`src/humidity_sensor_frame_decoder_unit_macros.svh`:
```
// ----------------------------------------------------------------------------
// Humidity sensor frame decoder assertion macros
// Concurrent assertion wrappers, removed when SYNTH is defined.
// ----------------------------------------------------------------------------
`ifndef HUMIDITY_SENSOR_FRAME_DECODER_UNIT_MACROS_SVH
`define HUMIDITY_SENSOR_FRAME_DECODER_UNIT_MACROS_SVH

`ifndef SYNTH
`define HSFD_ASSERT(lbl, prop, msg) \
  lbl: assert property (@(posedge clk_i) disable iff (!rst_ni) (prop)) else $error(msg);
`define HSFD_ASSERT_CLK(lbl, clk, rst_n, prop, msg) \
  lbl: assert property (@(posedge clk) disable iff (!rst_n) (prop)) else $error(msg);
`else
`define HSFD_ASSERT(lbl, prop, msg)
`define HSFD_ASSERT_CLK(lbl, clk, rst_n, prop, msg)
`endif

`endif

```
`src/hsfd_pkg.sv`:
```
// ----------------------------------------------------------------------------
// Humidity sensor frame decoder package
// Beat types, status codes, frame constants and the CRC-16/MODBUS byte update.
// ----------------------------------------------------------------------------
package hsfd_pkg;

  localparam logic [15:0] CrcInit  = 16'hFFFF;
  localparam logic [15:0] CrcPoly  = 16'hA001;
  localparam logic [7:0]  HdrFunc  = 8'h03;
  localparam logic [7:0]  HdrCount = 8'h04;
  localparam logic [14:0] MagMask  = 15'h7FFF;

  localparam logic [2:0] PosFunc   = 3'd0;
  localparam logic [2:0] PosCount  = 3'd1;
  localparam logic [2:0] PosHumHi  = 3'd2;
  localparam logic [2:0] PosHumLo  = 3'd3;
  localparam logic [2:0] PosTempHi = 3'd4;
  localparam logic [2:0] PosTempLo = 3'd5;
  localparam logic [2:0] PosCrcLo  = 3'd6;
  localparam logic [2:0] PosCrcHi  = 3'd7;

  typedef enum logic [1:0] {
    StatusOk        = 2'd0,
    StatusBadHeader = 2'd1,
    StatusBadCrc    = 2'd2
  } hsfd_status_e;

  typedef struct packed {
    logic [7:0] rx_byte;
    logic       frame_start;
  } hsfd_in_t;

  typedef struct packed {
    hsfd_status_e       status;
    logic signed [15:0] temperature_tenths;
    logic [15:0]        humidity_tenths;
  } hsfd_out_t;

  function automatic logic [15:0] crc_feed(logic [15:0] crc, logic [7:0] b);
    logic [15:0] c;
    c = crc ^ {8'h00, b};
    for (int k = 0; k < 8; k++) begin
      c = c[0] ? ((c >> 1) ^ CrcPoly) : (c >> 1);
    end
    return c;
  endfunction

endpackage

```
`src/humidity_sensor_frame_decoder_unit.sv`:
```
// ----------------------------------------------------------------------------
// Humidity sensor frame decoder
// Checks an eight-byte sensor response (header, CRC-16/MODBUS) and decodes
// humidity and signed temperature in tenths.
// ----------------------------------------------------------------------------
// A result beat is loaded into the output register when the last frame byte leaves the input register.
// Throughput: one byte per cycle; input register feeds the frame logic, which
// writes the output register; a result beat held by the receiver stalls input.
// Reset: asynchronous, active low; clears both valids and restarts the frame.
`include "humidity_sensor_frame_decoder_unit_macros.svh"

module humidity_sensor_frame_decoder_unit import hsfd_pkg::*; (
  input  logic      clk_i,
  input  logic      rst_ni,
  input  logic      in_valid_i,
  output logic      in_ready_o,
  input  hsfd_in_t  in_data_i,
  output logic      out_valid_o,
  input  logic      out_ready_i,
  output hsfd_out_t out_data_o
);

  logic      s1_valid_q, s1_valid_d;
  hsfd_in_t  s1_q;
  logic      s1_fire;
  logic      out_valid_q, out_valid_d;
  hsfd_out_t out_q;
  logic      emit;
  hsfd_out_t result;

  assign s1_fire    = s1_valid_q && (!out_valid_q || out_ready_i);
  assign in_ready_o = !s1_valid_q || s1_fire;

  hsfd_frame u_frame (
    .clk_i    (clk_i),
    .rst_ni   (rst_ni),
    .fire_i   (s1_fire),
    .beat_i   (s1_q),
    .emit_o   (emit),
    .result_o (result)
  );

  always_comb begin
    s1_valid_d = s1_valid_q;
    if (in_valid_i && in_ready_o) begin
      s1_valid_d = 1'b1;
    end else if (s1_fire) begin
      s1_valid_d = 1'b0;
    end
    out_valid_d = out_valid_q;
    if (s1_fire) begin
      out_valid_d = emit;
    end else if (out_ready_i) begin
      out_valid_d = 1'b0;
    end
  end

  always_ff @(posedge clk_i or negedge rst_ni) begin
    if (!rst_ni) begin
      s1_valid_q  <= 1'b0;
      out_valid_q <= 1'b0;
    end else begin
      s1_valid_q  <= s1_valid_d;
      out_valid_q <= out_valid_d;
    end
  end

  always_ff @(posedge clk_i) begin
    if (in_valid_i && in_ready_o) begin
      s1_q <= in_data_i;
    end
    if (s1_fire && emit) begin
      out_q <= result;
    end
  end

  assign out_valid_o = out_valid_q;
  assign out_data_o  = out_q;

  `HSFD_ASSERT(a_s1_hold, s1_valid_q && !s1_fire |=> s1_valid_q && $stable(s1_q),
               "input stage lost a stalled beat")
  `HSFD_ASSERT(a_ready_stall, !in_ready_o |-> s1_valid_q && out_valid_q && !out_ready_i,
               "input stalled without output backpressure")
  `HSFD_ASSERT_CLK(a_out_from_emit, clk_i, rst_ni,
                   $rose(out_valid_o) |-> $past(s1_fire && emit),
                   "result beat without last frame byte")

endmodule

```
`src/hsfd_frame.sv`:
```
// ----------------------------------------------------------------------------
// Humidity sensor frame decoder: frame tracker
// Byte position, running CRC, header check and field collection per beat.
// ----------------------------------------------------------------------------
`include "humidity_sensor_frame_decoder_unit_macros.svh"

module hsfd_frame import hsfd_pkg::*; (
  input  logic      clk_i,
  input  logic      rst_ni,
  input  logic      fire_i,
  input  hsfd_in_t  beat_i,
  output logic      emit_o,
  output hsfd_out_t result_o
);

  logic [2:0]  pos_q, pos_d, pos;
  logic [15:0] crc_q, crc_d, crc_base, crc_new, received;
  logic        hdr_q, hdr_d, hdr_base;
  logic [15:0] hum_q, hum_d;
  logic [15:0] temp_q, temp_d;
  logic [7:0]  crc_lo_q, crc_lo_d;
  logic [7:0]  b;

  assign b        = beat_i.rx_byte;
  assign pos      = beat_i.frame_start ? PosFunc : pos_q;
  assign crc_base = beat_i.frame_start ? CrcInit : crc_q;
  assign hdr_base = beat_i.frame_start ? 1'b1 : hdr_q;
  assign crc_new  = crc_feed(crc_base, b);
  assign received = {b, crc_lo_q};

  always_comb begin
    pos_d    = pos + 3'd1;
    crc_d    = crc_base;
    hdr_d    = hdr_base;
    hum_d    = hum_q;
    temp_d   = temp_q;
    crc_lo_d = crc_lo_q;
    emit_o   = 1'b0;
    result_o = '{status: StatusOk, temperature_tenths: 16'sd0, humidity_tenths: 16'd0};
    unique case (pos)
      PosFunc: begin
        crc_d = crc_new;
        hdr_d = hdr_base & (b == HdrFunc);
      end
      PosCount: begin
        crc_d = crc_new;
        hdr_d = hdr_base & (b == HdrCount);
      end
      PosHumHi: begin
        crc_d = crc_new;
        hum_d = {b, hum_q[7:0]};
      end
      PosHumLo: begin
        crc_d = crc_new;
        hum_d = {hum_q[15:8], b};
      end
      PosTempHi: begin
        crc_d  = crc_new;
        temp_d = {b, temp_q[7:0]};
      end
      PosTempLo: begin
        crc_d  = crc_new;
        temp_d = {temp_q[15:8], b};
      end
      PosCrcLo: begin
        crc_lo_d = b;
      end
      default: begin
        emit_o = 1'b1;
        pos_d  = PosFunc;
        crc_d  = CrcInit;
        hdr_d  = 1'b1;
        if (!hdr_base) begin
          result_o.status = StatusBadHeader;
        end else if (received != crc_base) begin
          result_o.status = StatusBadCrc;
        end else begin
          result_o.humidity_tenths = hum_q;
          if (temp_q[15]) begin
            result_o.temperature_tenths = -$signed({1'b0, temp_q[14:0] & MagMask});
          end else begin
            result_o.temperature_tenths = $signed(temp_q);
          end
        end
      end
    endcase
  end

  always_ff @(posedge clk_i or negedge rst_ni) begin
    if (!rst_ni) begin
      pos_q    <= PosFunc;
      crc_q    <= CrcInit;
      hdr_q    <= 1'b1;
      hum_q    <= 16'd0;
      temp_q   <= 16'd0;
      crc_lo_q <= 8'd0;
    end else if (fire_i) begin
      pos_q    <= pos_d;
      crc_q    <= crc_d;
      hdr_q    <= hdr_d;
      hum_q    <= hum_d;
      temp_q   <= temp_d;
      crc_lo_q <= crc_lo_d;
    end
  end

  `HSFD_ASSERT(a_emit_restarts, fire_i && emit_o |=> pos_q == PosFunc && crc_q == CrcInit && hdr_q, "frame state not restarted after last byte")
  `HSFD_ASSERT(a_err_zero_fields, emit_o && result_o.status != StatusOk |-> result_o.temperature_tenths == 16'sd0 && result_o.humidity_tenths == 16'd0, "error result carries data")
  `HSFD_ASSERT(a_no_start_emit, beat_i.frame_start |-> !emit_o, "result on first byte of frame")

endmodule

```
`config.mk`:
```
export PLATFORM = sky130hd
export DESIGN_NAME = humidity_sensor_frame_decoder_unit
export DESIGN_NICKNAME = d
export VERILOG_FILES = /design/src/hsfd_pkg.sv /design/src/humidity_sensor_frame_decoder_unit.sv /design/src/hsfd_frame.sv
export VERILOG_INCLUDE_DIRS = /design/src /design/src/src
export SDC_FILE = /design/constraint.sdc
export NUM_CORES = 1
export LEC_CHECK = 0
export BUFFER_PORTS_ARGS = -buffer_cell sky130_fd_sc_hd__buf_2
export CORE_ASPECT_RATIO = 1.5
export CORE_UTILIZATION = 45
export DETAILED_ROUTE_END_ITERATION = 12
export PLACE_DENSITY = 0.61
export SLEW_MARGIN = 30
export SYNTH_ARGS = -nofsm -noshare
export SYNTH_HDL_FRONTEND = slang
export SYNTH_HIERARCHICAL = 1
export SYNTH_SLANG_ARGS = --single-unit
```
`constraint.sdc`:
```
create_clock -name clk_i -period 9.9 [get_ports clk_i]
set_input_delay 0.99 -clock clk_i [delete_from_list [all_inputs] [get_ports clk_i]]
set_output_delay 0.99 -clock clk_i [all_outputs]
set_load 0.05 [all_outputs]
```
==> impl.org <==
** Critical path
- Source of the worst register-to-register timing path :: s1_q[0]$_DFFE_PP_
- Setup slack of the worst register-to-register path :: approximately 6.4 ns
- Data on the critical path is required at its endpoint by 9.90 ns.
- The critical path contains buffers and inverters numbering 4 combined.
- Along the worst path, the maximum fanout reaches 44.
- For this design, the slowest cell found on the critical path is sky130_fd_sc_hd__nand2_1.
- On the worst path, the slowest cell contributes a delay of between 0.4 and 0.5 ns.
- Element type at the critical path end :: register
- Worst setup path endpoint :: out_data_o[20]$_DFFE_PP_
- WP depth :: 10
- Category of cells accounting for the largest share of critical-path delay :: simple AND/OR/NAND/NOR gates
- Traced cell by cell, the critical path runs through buf_4 -> nor2b_1 -> inv_1 -> ha_1 -> nor3_1 -> nand2_1 -> inv_1 -> nand2_1 -> nor2b_2 -> buf_4.
- End of the worst register-to-register path :: out_data_o[20]$_DFFE_PP_
- Worst Path Arrival :: between 3 and 4 ns
- The critical path in this run is classified as register to register.
- Critical Path Source Type :: register
- Depth of the worst register-to-register path :: 10
- Start point of the critical path :: s1_q[0]$_DFFE_PP_

** STA
- Measured against its own limit, the worst slew margin works out to between 40 and 50%.
- Slew at the pin closest to its max-slew limit :: about 0.90 ns
- FMAX :: about 0.28 GHz
- Crit path setup slack, layout :: 6.37 ns
- Clock skew on the completed layout was measured at 0.00620 ns.
- Minimum clock period after layout :: around 3.5 ns
- Total of endpoints with negative setup slack in the final report :: 0
- Setup TNS Final :: 0 ns
- Number of pins with negative max-slew slack in the final report :: 0
- Worst hold slack across all endpoints :: around 0.48 ns
- Of the available clock period, the critical path in the final layout requires 35.7%.
- The count of final hold-check violations was 0.
- Setup repair after global routing left no endpoint under its margin.

** Floorplan
- Starting density of the core :: between 40% and 50%
- The initialized floorplan defines 47 standard-cell rows.
- The floorplan step set the die height to between 100 and 150 µm.
- In this run the count of I/O pins placed on the die edge is 49.
- In this run the horizontal extent of the chip is between 90 and 100 µm.
- The die covers 12100 µm².
- The core region is approximately 11000 µm².

** Synthesis
- Number of nets produced by synthesis :: between 400 and 500
- Summed over all instances, the cell type with the most area after synthesis is sky130_fd_sc_hd__edfxtp_1.
- After synthesis, the cell types taking the most area are sky130_fd_sc_hd__edfxtp_1, sky130_fd_sc_hd__dfrtp_1, sky130_fd_sc_hd__dfstp_2.
- Share of synthesized area occupied by flip-flops and latches :: between 50% and 60%
- Cell area after synthesis :: roughly 5200 µm²
- For this run, the leading register cell type out of synthesis is sky130_fd_sc_hd__dfrtp_1.
- After synthesis, the share of flip-flops with an asynchronous set or reset is 59.0%.
- Count of synthesis-stage warnings from yosys :: 6
- In this run the biggest area consumer among cell types represents ~25% of the synthesized area.
- Most frequent cells after synthesis :: sky130_fd_sc_hd__dfrtp_1, sky130_fd_sc_hd__edfxtp_1, sky130_fd_sc_hd__xnor2_1, sky130_fd_sc_hd__and3_1, sky130_fd_sc_hd__nand2_1
- In this run, distinct cell masters in the synthesized netlist total between 40 and 50.
- Dividing the synthesized area by the synthesized cell count gives 11.8 µm².
- In this run, synthesis inferred between 40 and 50 flip-flops with an integrated enable.
- Synthesis produced a netlist whose cell count is approximately 440.
- Counting flops and latches in the post-synthesis netlist gives 105.
- Among all cell types in the netlist, the one instantiated most often is sky130_fd_sc_hd__dfrtp_1.

** Clocking
- CTS built an H-tree with a depth of 3.
- CTS saw around 110 sinks.
- In this run, CTS created clock tree buffers numbering 9.
- After clock tree synthesis, the setup repair step added 0 buffers.
- CTS tree :: built
- For this design, the CTS-stage hold fixing added 0 buffers.
- Number of resized instances in the post-cts repair step :: 0
- Worst-case clock buffer depth :: 2
- After clock tree synthesis, the clock-pin slew on the worst setup and hold paths is about 0.070 ns.
- Root buf cell :: sky130_fd_sc_hd__clkbuf_16
- Worst skew pair latency :: approximately 0.34 ns

** Placed design
- # port buffers :: 48
- Detailed placement finished with a half-perimeter wire length of ~7100 µm.
- Counting tap cells, the placed design contains a total of 614 instances.
- Setup slack at placement :: ~6.4 ns
- Weighted congestion reported at the end of routability-driven placement :: between 0.8 and 0.9

** Power
- Summed over all cells, the static leakage comes to approximately 0.0025 µW.
- Power share of the clock group :: around a fifth
- Power spread over the standard cell area amounts to 290 nW/µm².
- Worst IR Drop VDD :: 0.117 mV
- Per report_power, the sequential group accounts for between 40 and 50% of the total.
- Switching power share of the total :: a little under two fifths
- Combinational power share :: between 30% and 40%
- For this design the total switching power over the nets is roughly 640 µW.
- Internal power comes to around 1100 µW.

** Layout
- The area growth from synthesis to layout is 12.1%.
- Count of inserted antenna diode cells :: 0
- The layout has around 1000 filler cells.
- Cells fill around 53% of the core in the end.
- NumNets Final :: 497
- Post-Layout Cell Count :: 630
- Share of cells above drive strength 1 :: approximately a quarter

** Global routing
- Combined global-route utilization of all metal layers :: around 18%
- The initial antenna violation count was 0.
- Maximum number of pins on one net before global-route repair :: 63
- After global routing the overflow that remains totals 0.
- First-pass GRT wire length :: between 15000 and 20000 µm
- Number of global-route vias before repair :: about 3200

** Routing
- The routed design uses between 5000 and 6000 µm of met2 wire.
- Drt total wl :: 10300 µm
- The detailed router put a total of 4300 µm of wire on met1.
- After detailed routing, no signal wire sits above met4.
- Vias post-DR :: roughly 3500
- Wire length on met3 :: about 300 µm
- Iteration count of the initial detailed-routing pass :: 6
- # DRC :: 0
- The detailed router finished its first iteration with 139 violations.
- The count of nets left with antenna violations once routing finished came out at 0.
- Routed via count divided by cell count :: 5.49
- In the final routed layout, each cell accounts on average for 16.3 µm.

** Worst hold path
- Worst min path class :: register to register

** Run
- Max-cap violations in this run came to 0.

** Status
- The run finished with clean final reports.
[kinds of logic (layout without fill, tap and decap cells)]
logic type | count (synthesis) | in the layout | synth area share [%]
AND/OR/NAND/NOR | 128 | 128 | 14.1
flip-flops | 105 | 105 | 54.6
AO/OA/AOI/OAI | 75 | 75 | 9.49
XOR/XNOR | 51 | 51 | 8.92
multiplexers | 40 | 40 | 8.59
buffers and inverters | 39 | 78 | 2.91
adder cells (fa/ha/maj) | 6 | 6 | 1.43
[sequential cells by signal, summed over array words and instances, names as in the netlist]
name              cells
out_valid_o           1
s1_valid_q            1
out_data_o           34
u_frame/hum_q        16
s1_q                  9
u_frame/crc_q        16
u_frame/hdr_q         1
u_frame/temp_q       16
u_frame/pos_q         3
u_frame/crc_lo_q      8
[routing by layer]
metal,track usage (%),up-vias
met5,0,-
met4,7.44,0
met3,3.29,13
met2,31.3,71
met1,21.9,1692
li1,-,1680
[cell type report]
type | count | area, µm² | area share, %
Tap cell | 147 | 184 | 3.13
Clock inverter | 6 | 47.5 | 0.809
Timing Repair Buffer | 53 | 278 | 4.72
Inverter | 9 | 33.8 | 0.575
Clock buffer | 10 | 229 | 3.89
Multi-Input combinational cell | 300 | 2240 | 38.2
Sequential cell | 105 | 2860 | 48.7
[how the worst min path moves through the flow]
stage                            startpoint                      endpoint  slack (ns)  cells past startpoint
2_1_floorplan  u_frame/pos_q[0]$_DFFE_PN0P_  u_frame/pos_q[0]$_DFFE_PN0P_        0.44                      1
3_3_place_gp      u_frame/hdr_q$_DFFE_PN1P_     u_frame/hdr_q$_DFFE_PN1P_        0.47                      2
3_5_place_dp      u_frame/hdr_q$_DFFE_PN1P_     u_frame/hdr_q$_DFFE_PN1P_        0.47                      2
4_1_cts        u_frame/pos_q[0]$_DFFE_PN0P_  u_frame/pos_q[0]$_DFFE_PN0P_        0.48                      1
5_1_grt        u_frame/pos_q[0]$_DFFE_PN0P_  u_frame/pos_q[0]$_DFFE_PN0P_        0.50                      1
6_report       u_frame/pos_q[0]$_DFFE_PN0P_  u_frame/pos_q[0]$_DFFE_PN0P_        0.48                      1
[metrics by stage]
| stage | power [µW] | area [µm²] |
|---|---|---|
| finish | 1700 | 5880 |
| global route | 1810 | 5880 |
| CTS | 1710 | 5880 |
| detailed placement | 1380 | 5600 |
| global placement | 1360 | 5590 |
| floorplan | 1240 | 5250 |
[cell usage in the layout, fill, tap and decap left out, types with 4 or more instances in the layout]
cell	instances
sky130_fd_sc_hd__buf_4	5
sky130_fd_sc_hd__nor3_1	10
sky130_fd_sc_hd__nor2_1	22
sky130_fd_sc_hd__ha_1	6
sky130_fd_sc_hd__nand2_1	26
sky130_fd_sc_hd__mux2_2	21
sky130_fd_sc_hd__inv_1	9
sky130_fd_sc_hd__nand3_1	4
sky130_fd_sc_hd__nand2b_1	5
sky130_fd_sc_hd__xnor2_1	37
sky130_fd_sc_hd__nor4bb_1	4
sky130_fd_sc_hd__and3_1	31
sky130_fd_sc_hd__mux2_1	19
sky130_fd_sc_hd__xor2_1	12
sky130_fd_sc_hd__nor4_1	6
sky130_fd_sc_hd__o31ai_1	6
sky130_fd_sc_hd__edfxtp_1	43
sky130_fd_sc_hd__a31oi_1	6
sky130_fd_sc_hd__clkbuf_16	9
sky130_fd_sc_hd__o21ai_1	9
sky130_fd_sc_hd__o21ai_0	16
sky130_fd_sc_hd__dfrtp_1	45
sky130_fd_sc_hd__a22o_1	12
sky130_fd_sc_hd__buf_2	48
sky130_fd_sc_hd__a21oi_1	13
sky130_fd_sc_hd__dfstp_2	17
[power by group through the flow]
stage | Combinational, µW | Clock (µW) | Sequential (µW)
2_1_floorplan | 446 | 0 | 790
3_3_place_gp | 602 | 0 | 760
3_5_place_dp | 612 | 0 | 765
4_1_cts | 617 | 340 | 757
5_1_grt | 670 | 357 | 778
6_report | 616 | 332 | 756
(Power assumes the default switching activity.)
